**config.mk**
```make
export PLATFORM = sky130hd
export DESIGN_NAME = dpc_step
export DESIGN_NICKNAME = d
export VERILOG_FILES = /design/src/design/dpc_pkg.sv /design/src/design/dpc_step.sv
export SDC_FILE = /design/constraint.sdc
export NUM_CORES = 1
export LEC_CHECK = 0
export BUFFER_PORTS_ARGS = -buffer_cell sky130_fd_sc_hd__buf_2
export CELL_PAD_IN_SITES_DETAIL_PLACEMENT = 1
export CELL_PAD_IN_SITES_GLOBAL_PLACEMENT = 1
export CORE_UTILIZATION = 38
export DETAILED_ROUTE_END_ITERATION = 10
export PLACE_DENSITY_LB_ADDON = 0.05
export RECOVER_POWER = 25
export SLEW_MARGIN = 30
export SYNTH_ARGS = -nofsm -noshare
export SYNTH_HDL_FRONTEND = slang
export SYNTH_SLANG_ARGS = --single-unit
```
**constraint.sdc**
```tcl
create_clock -name vclk -period 2.3
set_input_delay 0.23 -clock vclk [all_inputs]
set_output_delay 0.23 -clock vclk [all_outputs]
set_load 0.005 [all_outputs]
```
**src/design/dpc_pkg.sv**
```systemverilog
// Package for the path checker: character codes, parse phase codes,
// verdict codes and the parser state struct. No dependencies.
package dpc_pkg;

    localparam int RUN_W   = 4;
    localparam int PHASE_W = 4;

    localparam logic [7:0] CH_UPPER_A = 8'h41;
    localparam logic [7:0] CH_UPPER_Z = 8'h5A;
    localparam logic [7:0] CH_LOWER_A = 8'h61;
    localparam logic [7:0] CH_LOWER_Z = 8'h7A;
    localparam logic [7:0] CASE_DELTA = 8'h20;
    localparam logic [7:0] CH_COLON   = 8'h3A;
    localparam logic [7:0] CH_DOT     = 8'h2E;
    localparam logic [7:0] CH_BSLASH  = 8'h5C;

    localparam logic [PHASE_W-1:0] PH_START  = 4'd0;
    localparam logic [PHASE_W-1:0] PH_FIRST  = 4'd1;
    localparam logic [PHASE_W-1:0] PH_COLON  = 4'd2;
    localparam logic [PHASE_W-1:0] PH_DOT1   = 4'd3;
    localparam logic [PHASE_W-1:0] PH_DOT2   = 4'd4;
    localparam logic [PHASE_W-1:0] PH_SEP    = 4'd5;
    localparam logic [PHASE_W-1:0] PH_NAME   = 4'd6;
    localparam logic [PHASE_W-1:0] PH_SUFDOT = 4'd7;
    localparam logic [PHASE_W-1:0] PH_SUFFIX = 4'd8;
    localparam logic [PHASE_W-1:0] PH_ERROR  = 4'd9;

    localparam logic [1:0] VERDICT_INVALID = 2'd0;
    localparam logic [1:0] VERDICT_REL     = 2'd1;
    localparam logic [1:0] VERDICT_ABS     = 2'd2;

    typedef struct packed {
        logic [PHASE_W-1:0] phase;
        logic [RUN_W-1:0]   run_len;
        logic               has_drive;
    } dpc_state_t;

    localparam dpc_state_t STATE_RESET = '{phase: PH_START, run_len: '0, has_drive: 1'b0};

endpackage

```
**src/design/dpc_step.sv**
```systemverilog
// Parser step: folds case, advances the parse state by one character and
// forms the verdict for a final character. Depends on dpc_pkg.
module dpc_step #(
    parameter int NAME_MAX_LEN   = 8,
    parameter int SUFFIX_MAX_LEN = 3
) (
    input  dpc_pkg::dpc_state_t state_cur,
    input  logic [7:0]          char_code,
    input  logic                last_char,
    output dpc_pkg::dpc_state_t state_next,
    output logic [1:0]          verdict
);

    localparam logic [dpc_pkg::RUN_W-1:0] NAME_LIM = dpc_pkg::RUN_W'(NAME_MAX_LEN);
    localparam logic [dpc_pkg::RUN_W-1:0] SUF_LIM  = dpc_pkg::RUN_W'(SUFFIX_MAX_LEN);

    logic [7:0]          ch;
    logic                is_letter;
    logic                is_dot;
    logic                is_bslash;
    dpc_pkg::dpc_state_t adv;
    dpc_pkg::dpc_state_t in_name;
    logic                accepts;

    always_comb
    begin
        ch = char_code;
        if (char_code >= dpc_pkg::CH_LOWER_A && char_code <= dpc_pkg::CH_LOWER_Z)
        begin
            ch = char_code - dpc_pkg::CASE_DELTA;
        end
    end

    assign is_letter = (ch >= dpc_pkg::CH_UPPER_A) && (ch <= dpc_pkg::CH_UPPER_Z);
    assign is_dot    = (ch == dpc_pkg::CH_DOT);
    assign is_bslash = (ch == dpc_pkg::CH_BSLASH);

    // Character inside a name: extend it, open a suffix or close it.
    always_comb
    begin
        in_name = state_cur;
        if (is_letter)
        begin
            if (state_cur.run_len >= NAME_LIM)
            begin
                in_name.phase = dpc_pkg::PH_ERROR;
            end
            else
            begin
                in_name.run_len = state_cur.run_len + 1'b1;
                in_name.phase   = dpc_pkg::PH_NAME;
            end
        end
        else if (is_dot)
        begin
            in_name.run_len = '0;
            in_name.phase   = dpc_pkg::PH_SUFDOT;
        end
        else if (is_bslash)
        begin
            in_name.run_len = '0;
            in_name.phase   = dpc_pkg::PH_SEP;
        end
        else
        begin
            in_name.phase = dpc_pkg::PH_ERROR;
        end
    end

    always_comb
    begin
        adv = state_cur;
        case (state_cur.phase)
            dpc_pkg::PH_START:
            begin
                if (is_letter)
                begin
                    adv.run_len = dpc_pkg::RUN_W'(1);
                    adv.phase   = dpc_pkg::PH_FIRST;
                end
                else if (is_dot)
                    adv.phase = dpc_pkg::PH_DOT1;
                else if (is_bslash)
                    adv.phase = dpc_pkg::PH_SEP;
                else
                    adv.phase = dpc_pkg::PH_ERROR;
            end
            dpc_pkg::PH_FIRST:
            begin
                if (ch == dpc_pkg::CH_COLON)
                begin
                    adv.has_drive = 1'b1;
                    adv.run_len   = '0;
                    adv.phase     = dpc_pkg::PH_COLON;
                end
                else
                    adv = in_name;
            end
            dpc_pkg::PH_COLON,
            dpc_pkg::PH_DOT2:
            begin
                adv.phase = is_bslash ? dpc_pkg::PH_SEP : dpc_pkg::PH_ERROR;
            end
            dpc_pkg::PH_DOT1:
            begin
                if (is_dot)
                    adv.phase = dpc_pkg::PH_DOT2;
                else if (is_bslash)
                    adv.phase = dpc_pkg::PH_SEP;
                else
                    adv.phase = dpc_pkg::PH_ERROR;
            end
            dpc_pkg::PH_SEP:
            begin
                if (is_letter)
                begin
                    adv.run_len = dpc_pkg::RUN_W'(1);
                    adv.phase   = dpc_pkg::PH_NAME;
                end
                else
                    adv.phase = dpc_pkg::PH_ERROR;
            end
            dpc_pkg::PH_NAME:
            begin
                adv = in_name;
            end
            dpc_pkg::PH_SUFDOT:
            begin
                if (is_letter)
                begin
                    adv.run_len = dpc_pkg::RUN_W'(1);
                    adv.phase   = dpc_pkg::PH_SUFFIX;
                end
                else
                    adv.phase = dpc_pkg::PH_ERROR;
            end
            dpc_pkg::PH_SUFFIX:
            begin
                if (is_letter)
                begin
                    if (state_cur.run_len >= SUF_LIM)
                        adv.phase = dpc_pkg::PH_ERROR;
                    else
                        adv.run_len = state_cur.run_len + 1'b1;
                end
                else if (is_bslash)
                begin
                    adv.run_len = '0;
                    adv.phase   = dpc_pkg::PH_SEP;
                end
                else
                    adv.phase = dpc_pkg::PH_ERROR;
            end
            default:
            begin
                adv.phase = dpc_pkg::PH_ERROR;
            end
        endcase
    end

    assign accepts = (adv.phase == dpc_pkg::PH_FIRST) || (adv.phase == dpc_pkg::PH_SEP) ||
                     (adv.phase == dpc_pkg::PH_NAME)  || (adv.phase == dpc_pkg::PH_SUFFIX);

    always_comb
    begin
        verdict = dpc_pkg::VERDICT_INVALID;
        if (accepts)
            verdict = adv.has_drive ? dpc_pkg::VERDICT_ABS : dpc_pkg::VERDICT_REL;
    end

    // Start a fresh path after the final character.
    assign state_next = last_char ? dpc_pkg::STATE_RESET : adv;

endmodule

```
==> results of run 1 <==
[stage by stage]
stage	setup slack (ns)	area [sq um]
2_1_floorplan	0.210	1000
3_3_place_gp	-0.136	1450
3_5_place_dp	-0.173	1450
4_1_cts	-0.168	1610
[cell families after synthesis]
family                   after synthesis  share of synthesized area
XOR/XNOR                               3                     0.0263
AND/OR/NAND/NOR                       79                      0.480
AO/OA/AOI/OAI                         55                      0.380
adder cells (fa/ha/maj)                3                     0.0375
buffers and inverters                 18                     0.0762
[repair_timing]
action	4_1_cts
hold buffers	0
setup endpoints to repair	7
pin swaps	13
buffers inserted	11
gates resized for setup	19
==> run metrics, run 1 <==
status=stopped before the end; Exit stage=5_1_grt; Err=[ERROR DPL-0033] detailed placement checks failed during check placement.; Synth top area share=0.0750; Placed Cells=248; die width=53.3 um; worst endpoint type=output port; initial antenna violation count=0; top cells by area, synth=nor2_1, nand2_1, a21oi_1; Synth Net Count=179; DP HPWL=roughly 3400 um; largest net degree at the start of global routing=14; post-synthesis sequential area ratio=0; I/O pins=29; die height=53.3 um; initial core utilization=0.404; # rows=18; Syn Area/Cell=6.34 sq um; top-count cell post-synth=nor2_1; post-synthesis instance area=approximately 1000 sq um; cell taking the most area after synthesis=nor2_1; Buffers on Ports=29; distinct cell type count after synthesis=59; gpl congestion=0.857; worst endpoint after global-route timing repair=verdict[1]; Ys Warns=0; Post-Syn Instances=158; synth cell count leaders=nor2_1, nand2_1, a21oi_1
==> run 2: changes to the inputs <==
--- a/config.mk
+++ b/config.mk
@@ -6,11 +6,9 @@
 export NUM_CORES = 1
 export LEC_CHECK = 0
 export BUFFER_PORTS_ARGS = -buffer_cell sky130_fd_sc_hd__buf_2
-export CELL_PAD_IN_SITES_DETAIL_PLACEMENT = 1
-export CELL_PAD_IN_SITES_GLOBAL_PLACEMENT = 1
-export CORE_UTILIZATION = 38
+export CORE_UTILIZATION = 25
 export DETAILED_ROUTE_END_ITERATION = 10
-export PLACE_DENSITY_LB_ADDON = 0.05
+export PLACE_DENSITY_LB_ADDON = 0.15
 export RECOVER_POWER = 25
 export SLEW_MARGIN = 30
 export SYNTH_ARGS = -nofsm -noshare
==> run metrics, run 2 <==
status=finished, violations left (was stopped before the end); violated checks=negative setup slack; Detail Route Antenna Nets=0; CP delay by family, top=simple AND/OR/NAND/NOR gates; Post-Place Setup Slack=-0.130 ns (was -0.173 ns); Hold EP=state_next[2]; setup ws final=-0.0738 ns; Synth Net Count=179 (unchanged); CP max stage delay=0.55 ns; top cells by area, synth=nor2_1, nand2_1, a21oi_1 (unchanged); Final setup viols=3; fin nets=244; Peak Freq=about 420 MHz; first-pass GRT wire length=6180 um; largest net degree at the start of global routing=15; part of the cycle the worst path needs=1.03; area delta synth->final=66.4%; GRT Overall Usage=0.178; Buffers on Ports=29 (unchanged); critical path required time=2.07 ns; DP HPWL=2900 um (was 3400 um); HP Class=primary input to primary output; Critical Path AT=between 2 and 2.5 ns; die area=4260 sq um; die width=65.3 um (was 53.3 um); # rows=22 (was 18); grt total ovfl=0; post-synthesis sequential area ratio=0 (unchanged); Placed Cells=263 (was 248); Final Cell Area=1670 sq um; Worst setup SP type=primary input; Ys Warns=0 (unchanged); post-synthesis instance area=1000 sq um (unchanged); peak supply drop=62.1 uV; unrepaired setup endpoints after global routing=true; Syn Area/Cell=6.34 sq um (unchanged); Rel. slew slack=0.679; # DRC=0; worst-path fanout max=3; I/O pins=29 (unchanged); synth cell count leaders=nor2_1, nand2_1, a21oi_1 (unchanged); Iter 0 DRT Violations=between 50 and 60; vias per inst=5.31; distinct cell type count after synthesis=59 (unchanged); slowest stage cell, crit path=or4b_4; pwr dens=165 nW/um^2; WL final=3800 um; LEAKAGE=roughly 0.74 nW; initial core utilization=0.267 (was 0.404); DRT Pass-1 Iters=4; CP startpoint=char_code[0]; total core area=approximately 3700 sq um; Synth top area share=0.0750 (unchanged); FF+latch area=0 sq um; Crit. End Element=primary output; Critical Path, Cell by Cell=buf_8 -> or4b_4 -> nor3_4 -> buf_6 -> o311ai_4 -> o21ai_2 -> or4b_1 -> o311ai_1 -> buf_2; Fillers=419; routed via count=1429; wire per inst=14.1 um; initial antenna violation count=0; worst slew pin tran=0.480 ns; critical path class=primary input to primary output; Post-Syn Instances=158 (unchanged); min-delay src=state_cur[2]; Ant. Diodes=0; Final Slew Violations=0; commonest cells after routing, fill and taps aside=buf_4, buf_2, nor2_1, nand2_1, a21oi_1; worst path bufs/invs=3; vias in the first global route=between 1000 and 1500; gpl congestion=0.811 (was 0.857); count of clock buffers in the final design=0; Seq cells=0; fin crit period=2.37 ns; layout cells sized above 1=0.466; die height=65.3 um (was 53.3 um); cell taking the most area after synthesis=nor2_1 (unchanged); Min-Delay Path Depth=4; Final Hold Violating Endpoints=0; most common cell after layout, fill and taps aside=buf_4; Max Cap Viol=0; area post-placement=1460 sq um (was 1450 sq um); Non-Filler Instances=between 200 and 300; top-count cell post-synth=nor2_1 (unchanged)
run 2: cells by family (layout without fill, tap and decap cells):
kind of cell | Yosys count | count (layout) | synth area share
AND/OR/NAND/NOR | 79 | 79 | 0.480
AO/OA/AOI/OAI | 55 | 55 | 0.380
buffers and inverters | 18 | 81 | 0.0762
adder cells (fa/ha/maj) | 3 | 3 | 0.0375
XOR/XNOR | 3 | 3 | 0.0263
run 2: per-stage QoR:
stage	utilization	TNS (ns)	total power (W)	hold slack [ns]
after floorplan	-	0	0.000125	0.587
after CTS	0.416	-0.380	0.000252	0.846
after global routing	0.445	-0.658	0.000300	0.868
final	0.445	-0.182	0.000274	0.842
after global placement	0.389	-0.255	0.000227	0.821
after detailed placement	0.389	-0.300	0.000232	0.833
run 2: layer usage:
| layer | share of wire | global-route usage | vias to the layer above |
|---|---|---|---|
| li1 | - | - | 733 |
| met1 | 0.44 | 0.219 | 662 |
| met2 | 0.52 | 0.345 | 30 |
| met3 | 0.027 | 0.00694 | 4 |
| met4 | 0.0084 | 0.0217 | 0 |
| met5 | 0 | 0 | - |
run 2: report_power, final:
group	switching (W)	internal, W	leakage, nW
clock	0	0	0
combinational	0.000138	0.000137	0.741
sequential	0	0	0
run 2: area by class of cell:
class / instances / area, sq um / area share
inverter: 8 / 30.0 / 0.0180
timing repair buffer: 73 / 522 / 0.313
multi-input combinational: 140 / 1050 / 0.633
tap: 48 / 60.1 / 0.0361
run 2: what timing repair did:
action / CTS / global route
resized for setup: 17 / 22
setup buffers: 3 / 3
pin swaps: 16 / 12
hold buffers: 0 / 0
setup endpoints to repair: 4 / 8
run 2: how the worst max path moves through the flow:
| stage | to | cells after the start |
|---|---|---|
| final | verdict[1] | 9 |
| after global routing | verdict[1] | 9 |
| after CTS | verdict[1] | 9 |
| after detailed placement | verdict[1] | 8 |
| after global placement | verdict[1] | 8 |
| after floorplan | state_next[3] | 10 |
run 2: worst min-delay path, cell delays in order:
cell and delay (ns):
buf_2 0.12, inv_1 0.08, o31ai_1 0.07, buf_2 0.12
Note: power is estimated with default switching activity, not from simulation.
